--- src/sv/qrs_pkg.sv ---
package qrs_pkg;

    // Coefficient and fraction widths of the datapath.
    localparam int COEF_BITS = 16;
    localparam int FRAC_BITS = 16;
    localparam int ROOT_BITS = 34;

    // Signed discriminant b*b - 4ac, and its even-width magnitude register.
    localparam int PROD_W   = 2 * COEF_BITS + 2;
    localparam int D_W      = 2 * COEF_BITS + 2;
    // One square root digit per cell: integer pairs, then fraction pairs.
    localparam int SQ_STEPS = D_W / 2 + FRAC_BITS;
    localparam int ROOT_W   = SQ_STEPS;
    localparam int REM_W    = ROOT_W + 3;
    // Numerator magnitude, divisor magnitude |2a| and divider remainder.
    localparam int NUM_W    = COEF_BITS + FRAC_BITS + 2;
    localparam int DEN_W    = COEF_BITS + 1;
    localparam int DREM_W   = DEN_W + 1;

    typedef enum logic [1:0] {
        ST_REAL    = 2'd0,
        ST_COMPLEX = 2'd1,
        ST_A_ZERO  = 2'd2
    } status_t;

    typedef struct packed {
        logic [D_W-1:0]    d;
        logic [REM_W-1:0]  rem;
        logic [ROOT_W-1:0] root;
    } sq_t;

    typedef struct packed {
        logic [NUM_W-1:0]  n;
        logic [DREM_W-1:0] rem;
        logic [NUM_W-1:0]  q;
        logic [DEN_W-1:0]  den;
    } div_t;

    typedef struct packed {
        logic                        valid;
        status_t                     status;
        logic signed [COEF_BITS-1:0] a;
        logic signed [COEF_BITS-1:0] b;
    } sq_side_t;

    typedef struct packed {
        logic    valid;
        status_t status;
        logic    neg_p;
        logic    neg_m;
    } div_side_t;

endpackage

--- src/sv/qrs_sqrt_cell.sv ---
// One digit of the square root: takes the next bit pair of the radicand.
module qrs_sqrt_cell import qrs_pkg::*; (
    input  logic aclk,
    input  logic en,
    input  sq_t  in_s,
    output sq_t  out_s
);

    sq_t              cell_reg;
    sq_t              cell_next;
    logic [REM_W-1:0] rem_sh;
    logic [REM_W-1:0] trial;

    always_comb begin
        rem_sh = {in_s.rem[REM_W-3:0], in_s.d[D_W-1 -: 2]};
        trial  = REM_W'({in_s.root, 2'b01});
        cell_next.d = {in_s.d[D_W-3:0], 2'b00};
        if (rem_sh >= trial) begin
            cell_next.rem  = rem_sh - trial;
            cell_next.root = {in_s.root[ROOT_W-2:0], 1'b1};
        end else begin
            cell_next.rem  = rem_sh;
            cell_next.root = {in_s.root[ROOT_W-2:0], 1'b0};
        end
    end

    always_ff @(posedge aclk) begin
        if (en) begin
            cell_reg <= cell_next;
        end
    end

    assign out_s = cell_reg;

endmodule

--- config.mk ---
export PLATFORM = sky130hd
export DESIGN_NAME = qrs_sqrt_cell
export DESIGN_NICKNAME = d
export VERILOG_FILES = /design/src/sv/qrs_pkg.sv /design/src/sv/qrs_sqrt_cell.sv
export SDC_FILE = /design/constraint.sdc
export NUM_CORES = 1
export LEC_CHECK = 0
export ABC_AREA = 1
export BUFFER_PORTS_ARGS = -buffer_cell sky130_fd_sc_hd__clkbuf_2
export CAP_MARGIN = 30
export CORE_MARGIN = 1.5
export CORE_UTILIZATION = 40
export DETAILED_ROUTE_END_ITERATION = 10
export GPL_TIMING_DRIVEN = 0
export PLACE_DENSITY_LB_ADDON = 0.05
export SETUP_SLACK_MARGIN = 0.1
export SYNTH_ARGS = -nofsm -noshare
export SYNTH_HDL_FRONTEND = slang
export SYNTH_SLANG_ARGS = --single-unit
--- constraint.sdc ---
create_clock -name aclk -period 3.6 [get_ports aclk]
set_clock_uncertainty 0.2 [all_clocks]
set_input_delay 0.36 -clock aclk [delete_from_list [all_inputs] [get_ports aclk]]
set_output_delay 0.36 -clock aclk [all_outputs]
set_load 0.02 [all_outputs]
==> flow_metrics.env, run 1 <==
export IMPL_fin_util_pct=55.9
export IMPL_arrival_ps=2910
export IMPL_ios=208
export IMPL_largest_register_ff_count=101
export IMPL_path_class="input pin to flop"
export IMPL_slowest_stage="dlygate4sd3_1"
export IMPL_globalRoute_totalOverflow=0
export IMPL_hold_viol=0
export IMPL_placed_area_mm2=0.00766
export IMPL_fin_crit_sh_pct=83.6
export IMPL_grt_max_degree=62
export IMPL_tightest_slew_ps=589
export IMPL_layout_drive_gt1_share_pct=24.3
export IMPL_power_leakage_nw=4.46
export IMPL_place_gp_congestion=0.899
export IMPL_fp_row_count=45
export IMPL_routed_wl_um=17300
export IMPL_max_slew_margin_pct=60.7
export IMPL_crit_path_cell_trace="dlygate4sd3_1 > clkbuf_2 > inv_1 > ha_1 > nand2_1 > nand2_1 > nand2_1 > nand2_1 > a21oi_1 > nand3_2 > nand3_2 > nand2_2 > inv_2 > buf_2 > a21oi_1"
export IMPL_ctsResizeCount=0
export IMPL_dr_pass1_iters=4
export IMPL_die_h_um=129
export IMPL_drc_errors=0
export IMPL_irDropWorstVdd_uv=225
export IMPL_maxSlewViolCount=0
export IMPL_worstPathRequired_ps=3500
export IMPL_antennaDiodeCount=0
export IMPL_io_buffers=203
export IMPL_synthArstFlopShare_pct=0
export IMPL_tns_ps=0
export IMPL_via_count=5775
export IMPL_design_area_mm2=0.00859
export IMPL_startpoint_type="input pin"
export IMPL_start_util_pct=41.3
export IMPL_hold_class="input pin to flop"
export IMPL_cts_sinks=101
export IMPL_routed_via_density=4.51
export IMPL_yosys_cell_count_top_type="nand2_1"
export IMPL_synth_edf_count=101
export IMPL_grt_use_total_pct=21.1
export IMPL_pwr_density_cell_mw_per_mm2=409
export IMPL_dp_hpwl_um=13700
export IMPL_core_mm2=0.0154
export IMPL_nNetsFinal=1205
export IMPL_path_common_cell="nand2_1"
export IMPL_clk_path_buf_depth=2
export IMPL_fmax_ghz=0.332
export IMPL_postRouteAntennaNets=0
export IMPL_setup_violations=0
export IMPL_wl_per_cell_um=13.5
export IMPL_cp_max_fo=10
export IMPL_dieWidth_um=129
export IMPL_fill_cells=1493
export IMPL_synthTopCellsByCount="nand2_1 (308), inv_1 (130), edfxtp_1 (101), nor2_1 (63), ha_1 (35)"
export IMPL_cts_root_buf="clkbuf_16"
export IMPL_area_growth_pct=35.3
export IMPL_tritoncts="done"
export IMPL_cts_buffers=9
export IMPL_yosys_register_bits=101
export IMPL_seq_area_frac_synth_pct=47.8
export IMPL_avgSynthCellArea_um2=8.05
export IMPL_end_kind="flop"
export IMPL_die_area_mm2=0.0166
export IMPL_synth_ff_type="edfxtp_1"
export IMPL_grt_pass1_vias=5524
export IMPL_cap_violations=0
export IMPL_rsz0062_at_grt="false"
export IMPL_synth_warnings=0
export IMPL_slowest_delay_ps=530
export IMPL_synth_top_area_cell="edfxtp_1"
export IMPL_fin_crit_ps=3010
export IMPL_drt_iter0_drc=249
export IMPL_clkSlewWorstSetupHoldPaths_ps=70
export IMPL_synth_cell_type_count=27
export IMPL_synth_area_leaders="edfxtp_1 (48%), nand2_1 (18%), inv_1 (7.7%)"
export IMPL_syn_inst=789
export IMPL_syn_area_mm2=0.00635
export IMPL_p_total_mw=3.51
export IMPL_synth_top_area_share_pct=47.8
export IMPL_antenna_found_initial=0
export IMPL_grt_pass1_wl_um=27100
export IMPL_h_tree_depth=3
export IMPL_status="complete, no violations"
## cells by family after synthesis
group	synth area share, %
flip-flops	47.8
AO/OA/AOI/OAI	3.31
adder cells (fa/ha/maj)	6.90
XOR/XNOR	2.62
other	0.0591
buffers and inverters	9.30
AND/OR/NAND/NOR	30.0
## through the flow
step                worst slack [ps]  instances  hold slack (ps)
finish                           589       1281             13.6
global route                     468       1281             5.16
CTS                              590       1281             1.82
detailed placement               725       1205              339
global placement                 738       1204              336
floorplan                       1370        790              259
## per-layer routing
layer / vias up / track usage [%] / wire length (um)
met3: 17 / 3.33 / 1010
met1: 2531 / 29.2 / 8410
met4: 0 / 6.48 / 263
met5: - / 0 / 0
met2: 184 / 34.2 / 7610
li1: 3043 / - / -
## layout by cell type (no fill, tap or decap), drive strengths merged, types with 18 or more instances in the layout
| cell | Yosys | routed |
|---|---|---|
| xor2 | 18 | 18 |
| ha | 35 | 35 |
| nand2 | 315 | 315 |
| clkbuf | 0 | 212 |
| nor2 | 70 | 70 |
| nand3 | 39 | 39 |
| edfxtp | 101 | 101 |
| dlygate4sd3 | 0 | 60 |
| inv | 135 | 139 |
| a21oi | 27 | 27 |
## area by class of cell
| class | count | area [um2] | share of cell area [%] |
|---|---|---|---|
| Sequential cell | 101 | 3030 | 35.3 |
| Multi-Input combinational cell | 545 | 2730 | 31.8 |
| Tap cell | 211 | 264 | 3.07 |
| Buffer | 9 | 83.8 | 0.976 |
| Timing Repair Buffer | 264 | 1650 | 19.2 |
| Clock buffer | 9 | 225 | 2.62 |
| Inverter | 135 | 507 | 5.90 |
| Clock inverter | 7 | 103 | 1.19 |
## final timing paths
kind,startpoint,end,slack [ps],cells after the start
max,in_s[15],out_s[68]$_DFFE_PP_,590,15
min,in_s[12],out_s[13]$_DFFE_PP_,10,1
## power by group
group / internal [mW] / switching, mW
clock network: 0.566 / 0.482
registers: 1.44 / 0.0301
logic: 0.358 / 0.631
total: 2.37 / 1.14
## repair_timing
item                                   in CTS  in global routing
hold buffers                               60                  0
setup buffers                               0                  0
endpoints found under the hold margin      60                  0
## critical path, delay by kind of cell
family                     cells  cell delay (ps)
buffers and inverters          5             1120
and+or+nand+nor                7              680
adders and majority gates      1              360
AOI/OAI and AO/OA              2              370
No activity file was read; power rests on OpenSTA's default activity.
==> run 2: changes to the inputs <==
==> constraint.sdc (replaced) <==
create_clock -name aclk -period 3.1 [get_ports aclk]
set_clock_uncertainty 0.2 [all_clocks]
set_input_delay 0.31 -clock aclk [delete_from_list [all_inputs] [get_ports aclk]]
set_output_delay 0.31 -clock aclk [all_outputs]
set_load 0.02 [all_outputs]
==> flow_metrics.env, run 2 (same netlist as run 1, synthesis figures left out) <==
export IMPL_rsz0062_at_grt="false"
export IMPL_wl_per_cell_um=13.5
export IMPL_routed_via_density=4.50
export IMPL_fin_crit_sh_pct=92.4
export IMPL_routed_wl_um=17400
export IMPL_h_tree_depth=3
export IMPL_fmax_ghz=0.349
export IMPL_pwr_share_comb_pct=28.4
export IMPL_irDropWorstVdd_uv=262
export IMPL_grt_busiest_layer="met2"
export IMPL_largest_register_ff_count=101
export IMPL_netSwitchingFraction_pct=32.5
export IMPL_drc_errors=0
export IMPL_maxSlewViolCount=0
export IMPL_tightest_slew_ps=588
export IMPL_gr_usage_met1_pct=29.2
export IMPL_seq_power_share_pct=41.9
export IMPL_max_slew_margin_pct=60.8
export IMPL_hold_viol=0
export IMPL_area_growth_pct=36.3
export IMPL_die_area_mm2=0.0166
export IMPL_io_buffers=203
export IMPL_core_mm2=0.0154
export IMPL_antenna_found_initial=0
export IMPL_hold_class="input pin to flop"
export IMPL_cts_sinks=101
export IMPL_slowest_delay_ps=520
export IMPL_p_total_mw=4.09
export IMPL_tns_ps=0
export IMPL_antennaDiodeCount=0
export IMPL_status="complete, no violations"
export IMPL_cts_buffers=9
export IMPL_setup_violations=0
export IMPL_post_cts_buffers=0
export IMPL_clk_path_buf_depth=2
export IMPL_dp_hpwl_um=13700
export IMPL_dr_pass1_iters=5
export IMPL_slowest_stage="dlygate4sd3_1"
export IMPL_p_int_mw=2.76
export IMPL_cap_violations=0
export IMPL_stdcell_count=1285
export IMPL_grt_pass1_wl_um=27300
export IMPL_die_h_um=129
export IMPL_startpoint_type="input pin"
export IMPL_cp_max_fo=10
export IMPL_globalRoute_totalOverflow=0
export IMPL_layout_drive_gt1_share_pct=24.5
export IMPL_fill_cells=1483
export IMPL_clkSlewWorstSetupHoldPaths_ps=80
export IMPL_power_leakage_nw=4.48
export IMPL_path_class="input pin to flop"
export IMPL_mostFrequentLayoutCells="nand2_1 (307), clkbuf_2 (202), inv_1 (130)"
export IMPL_dieWidth_um=129
export IMPL_arrival_ps=2770
export IMPL_start_util_pct=41.3
export IMPL_fp_row_count=45
export IMPL_place_gp_congestion=0.899
export IMPL_grt_use_total_pct=21.2
export IMPL_met2_usage_pct=34.4
export IMPL_drt_iter0_drc=266
export IMPL_dp_cells=1205
export IMPL_end_kind="flop"
export IMPL_crit_path_cell_trace="dlygate4sd3_1 > clkbuf_2 > inv_1 > ha_1 > nand2_2 > inv_1 > a21oi_1 > nand2_1 > nand2_1 > nand3_2 > nand3_2 > nand2_2 > inv_2 > clkbuf_4 > a21oi_2"
export IMPL_pwr_density_cell_mw_per_mm2=472
export IMPL_worstPathRequired_ps=3010
export IMPL_grt_use_met3_pct=3.37
export IMPL_p_switching_mw=1.33
export IMPL_ios=208
export IMPL_clkPwrFrac_pct=29.7
export IMPL_tritoncts="done"
export IMPL_postRouteAntennaNets=0
export IMPL_final_common_cell="nand2_1"
export IMPL_fin_crit_ps=2860
export IMPL_grt_max_degree=62
export IMPL_nNetsFinal=1209
export IMPL_via_count=5780
export IMPL_cts_root_buf="clkbuf_16"
export IMPL_grt_pass1_vias=5537
==> run 2: per-layer routing <==
layer / share of wire, % / routed length (um)
met5: 0 / 0
met4: 1.5 / 263
met3: 5.9 / 1020
met2: 44 / 7650
met1: 49 / 8440
==> run 2: final cells by class <==
| class | instances | area (um2) | area share (%) |
|---|---|---|---|
| Tap cell | 211 | 264 | 3.05 |
| Buffer | 9 | 91.3 | 1.06 |
| Multi-Input combinational cell | 545 | 2740 | 31.7 |
| Timing Repair Buffer | 268 | 1690 | 19.5 |
| Clock inverter | 7 | 103 | 1.19 |
| Inverter | 135 | 507 | 5.86 |
| Clock buffer | 9 | 225 | 2.60 |
| Sequential cell | 101 | 3030 | 35.0 |
==> run 2: power by group through the flow <==
stage,Clock (mW),Combinational (mW),Sequential (mW)
detailed placement,0,1.09,1.74
CTS,1.25,1.16,1.71
floorplan,0,0.516,1.93
global route,1.29,1.29,1.73
finish,1.22,1.16,1.71
global placement,0,1.08,1.75
==> run 2: path summary, 6_finish.rpt <==
check,cells past startpoint,slack [ps],end,startpoint
setup / recovery,15,240,out_s[68]$_DFFE_PP_,in_s[9]
hold / removal,3,30,out_s[44]$_DFFE_PP_,in_s[42]
==> run 2: critical path: cells and delay by family <==
kind,cells,cell delay [ps]
adders and majority gates,1,340
and+or+nand+nor,6,610
buffers and inverters,6,1140
AOI/OAI and AO/OA,2,360
==> run 2: stage by stage <==
| step | area (um2) | hold WS, ps | utilization, % | setup slack (ps) |
|---|---|---|---|---|
| 5_1_grt | 8650 | 35.6 | 56.3 | 103 |
| 2_1_floorplan | 6350 | 209 | - | 916 |
| 3_5_place_dp | 7660 | 289 | 49.8 | 275 |
| 4_1_cts | 8630 | 23.5 | 56.1 | 103 |
| 6_report | 8650 | 32.2 | 56.3 | 236 |
| 3_3_place_gp | 7630 | 286 | 49.7 | 288 |
==> run 2: timing repair <==
action                                  CTS  global route
endpoints found under the hold margin    64             0
gates resized for setup                   0             7
hold buffers                             64             0
endpoints found under the setup margin    0            30
